### src/ssa_pkg.sv
// shared types and constants of the snapshot sequence assembler
`default_nettype none

package ssa_pkg;

    localparam int unsigned SEQ_W    = 32;
    localparam int unsigned INST_W   = 32;
    localparam int unsigned CHANGE_W = 64;
    localparam int unsigned ACTION_W = 3;

    typedef logic [ACTION_W-1:0] action_t;

    localparam action_t ACT_ACCUM        = 3'd0;
    localparam action_t ACT_SIMPLE       = 3'd1;
    localparam action_t ACT_AGGREGATED   = 3'd2;
    localparam action_t ACT_SKIPPED      = 3'd3;
    localparam action_t ACT_INCONSISTENT = 3'd4;
    localparam action_t ACT_OUT_OF_SEQ   = 3'd5;
    localparam action_t ACT_DISABLED     = 3'd6;

    // bound for a start-up jump from zero: the first sequence number must exceed it
    localparam logic [SEQ_W-1:0] INIT_JUMP_MIN = 32'd255;

endpackage

`default_nettype wire

### src/snapshot_sequence_assembler.sv
// a request is held in the input registers, its result in the result registers
// throughput: one request per cycle while the output is not stalled, the result register frees the input side
// the snapshot state is updated in the same cycle the result register loads
// reset clears the sequence and snapshot state and sets snapshots enabled
// config writes are taken in any cycle, ready is always high
`default_nettype none

module snapshot_sequence_assembler (
    input  wire logic                            clk,
    input  wire logic                            rst_n,
    // configuration
    input  wire logic                            cfg_valid,
    output logic                                 cfg_ready,
    input  wire logic                            cfg_data,
    // requests
    input  wire logic                            in_valid,
    output logic                                 in_ready,
    input  wire logic [ssa_pkg::SEQ_W-1:0]       packet_sequence,
    input  wire logic [ssa_pkg::INST_W-1:0]      instrument_code,
    input  wire logic [ssa_pkg::CHANGE_W-1:0]    change_number,
    input  wire logic                            last_in_book,
    input  wire logic                            drop_levels,
    input  wire logic                            carries_levels,
    // results
    output logic                                 out_valid,
    input  wire logic                            out_ready,
    output ssa_pkg::action_t                     action,
    output logic                                 publish,
    output logic                                 in_sequence,
    output logic [ssa_pkg::CHANGE_W-1:0]         published_change
);

    // input stage
    logic                            in_valid_reg;
    logic [ssa_pkg::SEQ_W-1:0]       seq_reg;
    logic [ssa_pkg::INST_W-1:0]      inst_reg;
    logic [ssa_pkg::CHANGE_W-1:0]    chg_reg;
    logic                            last_reg;
    logic                            drop_reg;
    logic                            has_lv_reg;

    // block state
    logic                            enabled_reg;
    logic [ssa_pkg::SEQ_W-1:0]       last_seq_reg,  last_seq_next;
    logic [ssa_pkg::INST_W-1:0]      open_inst_reg, open_inst_next;
    logic [ssa_pkg::CHANGE_W-1:0]    open_chg_reg,  open_chg_next;
    logic [ssa_pkg::INST_W-1:0]      skip_inst_reg, skip_inst_next;
    logic                            levels_reg,    levels_next;

    // result stage
    logic                            out_valid_reg;
    ssa_pkg::action_t                action_reg,    action_next;
    logic                            publish_reg,   publish_next;
    logic                            inseq_reg,     inseq_next;
    logic [ssa_pkg::CHANGE_W-1:0]    pub_chg_reg,   pub_chg_next;

    logic advance;
    logic seq_ok;
    logic ids_match;
    logic lv_now;

    assign advance   = in_valid_reg && (!out_valid_reg || out_ready);
    assign in_ready  = !in_valid_reg || advance;
    assign cfg_ready = 1'b1;

    // sequence check
    always_comb
    begin
        if (seq_reg == last_seq_reg ||
            seq_reg == last_seq_reg + ssa_pkg::SEQ_W'(1)) begin
            seq_ok = 1'b1;
        end
        else if (seq_reg < last_seq_reg) begin
            seq_ok = (seq_reg == '0) && (last_seq_reg == '1);
        end
        else begin
            seq_ok = (seq_reg > ssa_pkg::INIT_JUMP_MIN) && (last_seq_reg == '0);
        end
    end

    assign ids_match = (inst_reg == open_inst_reg) && (chg_reg == open_chg_reg);
    assign lv_now    = !drop_reg && has_lv_reg;

    always_comb
    begin
        last_seq_next  = seq_reg;
        open_inst_next = open_inst_reg;
        open_chg_next  = open_chg_reg;
        skip_inst_next = skip_inst_reg;
        levels_next    = levels_reg;
        action_next    = ssa_pkg::ACT_ACCUM;
        publish_next   = 1'b0;
        inseq_next     = seq_ok;

        if (!seq_ok) begin
            action_next = ssa_pkg::ACT_OUT_OF_SEQ;
            if (last_reg) begin
                open_inst_next = '0;
                open_chg_next  = '0;
                skip_inst_next = '0;
                levels_next    = 1'b0;
            end
            else begin
                open_inst_next = inst_reg;
                open_chg_next  = chg_reg;
            end
        end
        else if (!enabled_reg) begin
            action_next = ssa_pkg::ACT_DISABLED;
        end
        else if (last_reg) begin
            if (open_inst_reg != '0) begin
                if (!ids_match) begin
                    action_next = ssa_pkg::ACT_INCONSISTENT;
                end
                else if (skip_inst_reg == '0) begin
                    action_next  = ssa_pkg::ACT_AGGREGATED;
                    publish_next = !drop_reg && (levels_reg || lv_now);
                end
                else begin
                    action_next = ssa_pkg::ACT_SKIPPED;
                end
            end
            else begin
                action_next  = ssa_pkg::ACT_SIMPLE;
                publish_next = !drop_reg && (levels_reg || lv_now);
            end
            open_inst_next = '0;
            open_chg_next  = '0;
            skip_inst_next = '0;
            levels_next    = 1'b0;
        end
        else begin
            levels_next = levels_reg || lv_now;
            if (open_inst_reg != '0) begin
                // first mismatch inside an open snapshot marks it as skipped
                if (skip_inst_reg == '0 && !ids_match) begin
                    skip_inst_next = inst_reg;
                    action_next    = ssa_pkg::ACT_INCONSISTENT;
                end
            end
            else begin
                open_inst_next = inst_reg;
                open_chg_next  = chg_reg;
            end
        end

        pub_chg_next = publish_next ? chg_reg : '0;
    end

    // input payload, no reset needed
    always_ff @(posedge clk)
    begin
        if (in_valid && in_ready) begin
            seq_reg    <= packet_sequence;
            inst_reg   <= instrument_code;
            chg_reg    <= change_number;
            last_reg   <= last_in_book;
            drop_reg   <= drop_levels;
            has_lv_reg <= carries_levels;
        end
    end

    // result payload
    always_ff @(posedge clk)
    begin
        if (advance) begin
            action_reg  <= action_next;
            publish_reg <= publish_next;
            inseq_reg   <= inseq_next;
            pub_chg_reg <= pub_chg_next;
        end
    end

    always_ff @(posedge clk or negedge rst_n)
    begin
        if (!rst_n) begin
            in_valid_reg  <= 1'b0;
            out_valid_reg <= 1'b0;
            enabled_reg   <= 1'b1;
            last_seq_reg  <= '0;
            open_inst_reg <= '0;
            open_chg_reg  <= '0;
            skip_inst_reg <= '0;
            levels_reg    <= 1'b0;
        end
        else begin
            if (in_ready) begin
                in_valid_reg <= in_valid;
            end
            if (advance) begin
                out_valid_reg <= 1'b1;
            end
            else if (out_ready) begin
                out_valid_reg <= 1'b0;
            end
            if (cfg_valid && cfg_ready) begin
                enabled_reg <= cfg_data;
            end
            if (advance) begin
                last_seq_reg  <= last_seq_next;
                open_inst_reg <= open_inst_next;
                open_chg_reg  <= open_chg_next;
                skip_inst_reg <= skip_inst_next;
                levels_reg    <= levels_next;
            end
        end
    end

    assign out_valid        = out_valid_reg;
    assign action           = action_reg;
    assign publish          = publish_reg;
    assign in_sequence      = inseq_reg;
    assign published_change = pub_chg_reg;

endmodule

`default_nettype wire

### config.mk
export PLATFORM = sky130hd
export DESIGN_NAME = snapshot_sequence_assembler
export DESIGN_NICKNAME = d
export VERILOG_FILES = /design/src/ssa_pkg.sv /design/src/snapshot_sequence_assembler.sv
export SDC_FILE = /design/constraint.sdc
export NUM_CORES = 1
export LEC_CHECK = 0
export ABC_AREA = 1
export BUFFER_PORTS_ARGS = -buffer_cell sky130_fd_sc_hd__buf_2
export CORE_MARGIN = 5
export CORE_UTILIZATION = 40
export DETAILED_ROUTE_END_ITERATION = 7
export PLACE_DENSITY_LB_ADDON = 0.08
export SETUP_SLACK_MARGIN = 0.5
export SLEW_MARGIN = 20
export SYNTH_ARGS = -nofsm -noshare
export SYNTH_HDL_FRONTEND = slang
export SYNTH_SLANG_ARGS = --single-unit
### constraint.sdc
create_clock -name clk -period 4.28 [get_ports clk]
set_input_delay 0.428 -clock clk [delete_from_list [all_inputs] [get_ports clk]]
set_output_delay 0.428 -clock clk [all_outputs]
set_load 0.02 [all_outputs]
==> metrics.md <==
| Metric | Value |
|---|---|
| GR Util All Layers | `0.197` |
| Endpoints failing setup | `0` |
| Non-filler cells, final | `about 2,700` |
| H-Tree Depth | `2` |
| Syn Nets | `just over 2,000` |
| Yosys top cell area share | `0.343` |
| DRC | `0` |
| Crit-path most repeated cell | `nand2_1` |
| Slew HR | `0.304` |
| Crit path cell chain | `inv_1, ha_1, nand2_1, nor2_1, nand3_1, nor4_2, nand2_1, nand2_1, nor2_1, nor2_2, nand2_2, a21oi_4, buf_6, nand4_1, nand2_1` |
| Peak supply drop | `~0.3 mV` |
| Largest net degree at the start of global routing | `131` |
| First-pass GRT wire length | `~75,000 um` |
| Internal power | `slightly above 7 mW` |
| PD cells | `approximately 480 nW/um2` |
| Synth Register Bits | `approximately 360` |
| Async S/R FF share, synth | `0.451` |
| Vias | `roughly 13,000` |
| Sequential Power Share | `0.454` |
| Clk_skew | `a little under 0.04 ns` |
| Vias in the first global route | `roughly 14,000` |
| Chip height | `roughly 220 um` |
| Period minus WS final | `between 3 and 4 ns` |
| Root buf cell | `clkbuf_16` |
| Max_cap viols | `0` |
| Routed Antenna Nets | `0` |
| Gp weighted congestion | `about 0.90` |
| Area Growth Syn to Fin | `19.8%` |
| Syn Inst Count | `1,872` |
| Row cnt | `76` |
| Avg WL per Cell | `17.4 um` |
| Overflow after GRT | `0` |
| Cell variety after synth | `43` |
| Multi-input gate area | `6430 um2` |
| Worst-Skew Late Latency | `around 0.58 ns` |
| Avg Inst Size Synth | `9.35 um2` |
| Max Transition Viols Final | `0` |
| Finished Core Util | `0.486` |
| Leak | `9.63 nW` |
| Setup_tns | `0 ns` |
| I/O pins | `roughly 210` |
| Buffers from clock root to sink, at most | `3` |
| Final period util | `0.834` |
| Sequential Area | `10,100 um2` |
| Worst-path fanout max | `65` |
| Worst hold-check path type | `input port to register` |
| Slowest Stage Delay on Critical Path | `0.52 ns` |
| Final wirelength | `47,600 um` |
| Logic pwr share | `0.186` |
| CP Capture Type | `register` |
| Crit-path leading delay family | `simple AND/OR/NAND/NOR gates` |
| Initial Utilization | `0.405` |
| Post-synth EDFFs | `200` |
| CORE AREA | `between 40,000 and 50,000 um2` |
| Switch Pwr | `roughly 3 mW` |
| Status | `finished, final reports clean` |
| Overall Power | `just over 10 mW` |
| Worst path slowest cell | `buf_6` |
| Area leader, netlist | `edfxtp_1` |
| Startpoint type of the worst setup path | `register` |
| Port Buffer Count | `approximately 210` |
| CTS tree | `done` |
| Nets | `between 2,000 and 2,500` |
| Hold Violations, Final | `0` |
| Die Wd | `about 220 um` |
| Clock sink count | `~360` |
| Ys Warns | `0` |
| Worst EP arrival | `4.06 ns` |
| CTS Buf Count | `42` |
| Fill count | `4,169` |
| CP required | `~4.8 ns` |
| Ys flop type | `edfxtp_1` |
| # placed instances | `2,608` |
| Synth area leaders | `edfxtp_1 (34%), dfrtp_1 (23%), nand2_1 (11%)` |
| Fraction of layout cells with a size suffix above 1 | `0.150` |
| Initial antenna violation count | `3` |
| Clock share of power | `0.360` |
| DR iter-0 viols | `910` |
| Syn Std Cell Area | `~18,000 um2` |
| Die footprint | `48,000 um2` |
| RSZ-0062 raised after global routing | `true` |
| Sequential share of the synthesized area | `0.578` |
| Reg clk slew, reported paths | `0.06 ns` |
| Least-Margin Pin Slew | `1.04 ns` |
| DRT Pass-1 Iters | `5` |
| Critical path class | `register to register` |
| CP bufs+invs | `2` |
| Dpl hpwl | `roughly 31,000 um` |
| Net Sw Frac | `0.300` |
| Fmax achieved | `0.280 GHz` |
| Drt via density | `around 5` |
[worst register-to-register path: stages (launching register included)]
cell and delay [ns]:
dfrtp_1 0.43, inv_1 0.13, ha_1 0.29, nand2_1 0.04, nor2_1 0.15, nand3_1 0.18, nor4_2 0.42, nand2_1 0.12
nand2_1 0.11, nor2_1 0.05, nor2_2 0.27, nand2_2 0.19, a21oi_4 0.28, buf_6 0.52, nand4_1 0.19, nand2_1 0.11
[synth_stat cells (2+ instances only)]
cell type,number
nor2_1,233
or2_2,7
inv_1,163
buf_1,8
nand3b_1,28
buf_2,29
edfxtp_1,200
o21ai_1,3
xnor2_1,89
o21ai_0,40
buf_4,3
nand2_1,507
nor4_1,15
o2111ai_1,4
o21bai_1,3
buf_6,5
xor2_1,14
nand4_1,69
nand2_2,5
nor2_2,10
nor2_4,3
a21oi_4,2
a21oi_1,40
a21boi_0,10
nand2_4,2
ha_1,34
clkbuf_1,29
nand3_1,124
nor3_1,17
dfrtp_1,163
[metal layers]
metal	part of all wire	GRT usage	up-vias	routed length, um
met4	0.024	0.0576	4	1160
met1	0.45	0.268	6417	21500
met3	0.054	0.0377	81	2560
met2	0.47	0.322	304	22300
li1	-	-	6618	-
met5	0.00046	0	-	22
[timing repair]
item                                   4_1_cts  5_1_grt
setup buffers                                0        0
resized for setup                            1        2
endpoints found under the hold margin      109        0
gates cloned                                 0        1
hold buffers                                42        0
setup endpoints to repair                   29       44
[power groups by stage]
| stage | combinational [mW] | clock (mW) | sequential (mW) |
|---|---|---|---|
| global placement | 1.83 | 0 | 4.63 |
| finish | 1.88 | 3.63 | 4.57 |
| global route | 2.13 | 3.89 | 4.63 |
| detailed placement | 1.85 | 0 | 4.64 |
| floorplan | 1.22 | 0 | 4.63 |
| CTS | 1.89 | 3.75 | 4.58 |
[placed cells by master, fill, tap and decap left out, types with 2 or more instances in the layout]
cell           instances
nand3_1              124
o21ai_1                3
a21oi_4                2
dfrtp_1              163
clkbuf_8               3
nand2_2                5
buf_12                 4
o21bai_1               3
ha_1                  34
o21ai_0               40
nand4_1               69
nor2_4                 3
clkbuf_16             44
nand2_4                3
dlygate4sd3_1         42
clkinv_2               6
xnor2_1               89
nand2_1              506
xor2_1                14
buf_2                206
nand3b_1              28
nor2_1               233
inv_1                161
nor2_2                10
buf_4                 13
nor3_1                17
clkinv_1               5
a21oi_1               40
a21boi_0              10
o2111ai_1              4
edfxtp_1             200
bufinv_16              4
clkbuf_1              16
or2_2                  7
buf_6                  2
nor4_1                14
[area by class of cell]
cell class / count / share of cell area
Clock buffer: 62 / 0.0562
Sequential cell: 364 / 0.482
Inverter: 165 / 0.0298
Tap cell: 585 / 0.0349
Clock inverter: 16 / 0.0103
Multi-Input combinational cell: 1269 / 0.306
Antenna cell: 1 / 0.000119
Timing Repair Buffer: 268 / 0.0800
[final timing paths]
path	from	end	slack [ns]	cells after the start
worst min-delay path	instrument_code[0]	inst_reg[0]	0.04	1
worst min register to register	skip_inst_reg[7]	skip_inst_reg[7]	0.48	2
max in group asynchronous	rst_n	open_chg_reg[59]	2.81	3
min in group asynchronous	rst_n	last_seq_reg[2]	0.45	2
worst max register to register	last_seq_reg[28]	skip_inst_reg[20]	0.71	15
worst max-delay path	last_seq_reg[28]	skip_inst_reg[20]	0.71	15
[metrics by stage]
step                      hold WS (ns)  area [um2]  worst slack [ns]
after global routing           0.00252       21000             0.485
after detailed placement         0.466       19100             0.500
after global placement           0.464       19100             0.488
after CTS                    0.0000392       20900             0.702
after floorplan                  0.132       17500             0.876
final                           0.0369       21000             0.711
[logic make-up after synthesis]
kind of cell / Yosys count / share of synthesized area
compound gates: 107 / 0.0353
xor+xnor: 104 / 0.0528
buf+inv: 239 / 0.0561
fa+ha+maj: 34 / 0.0243
flops: 364 / 0.578
simple gates: 1023 / 0.254
other cells: 1 / 0.000214
Power figures use the tool's default switching activity.
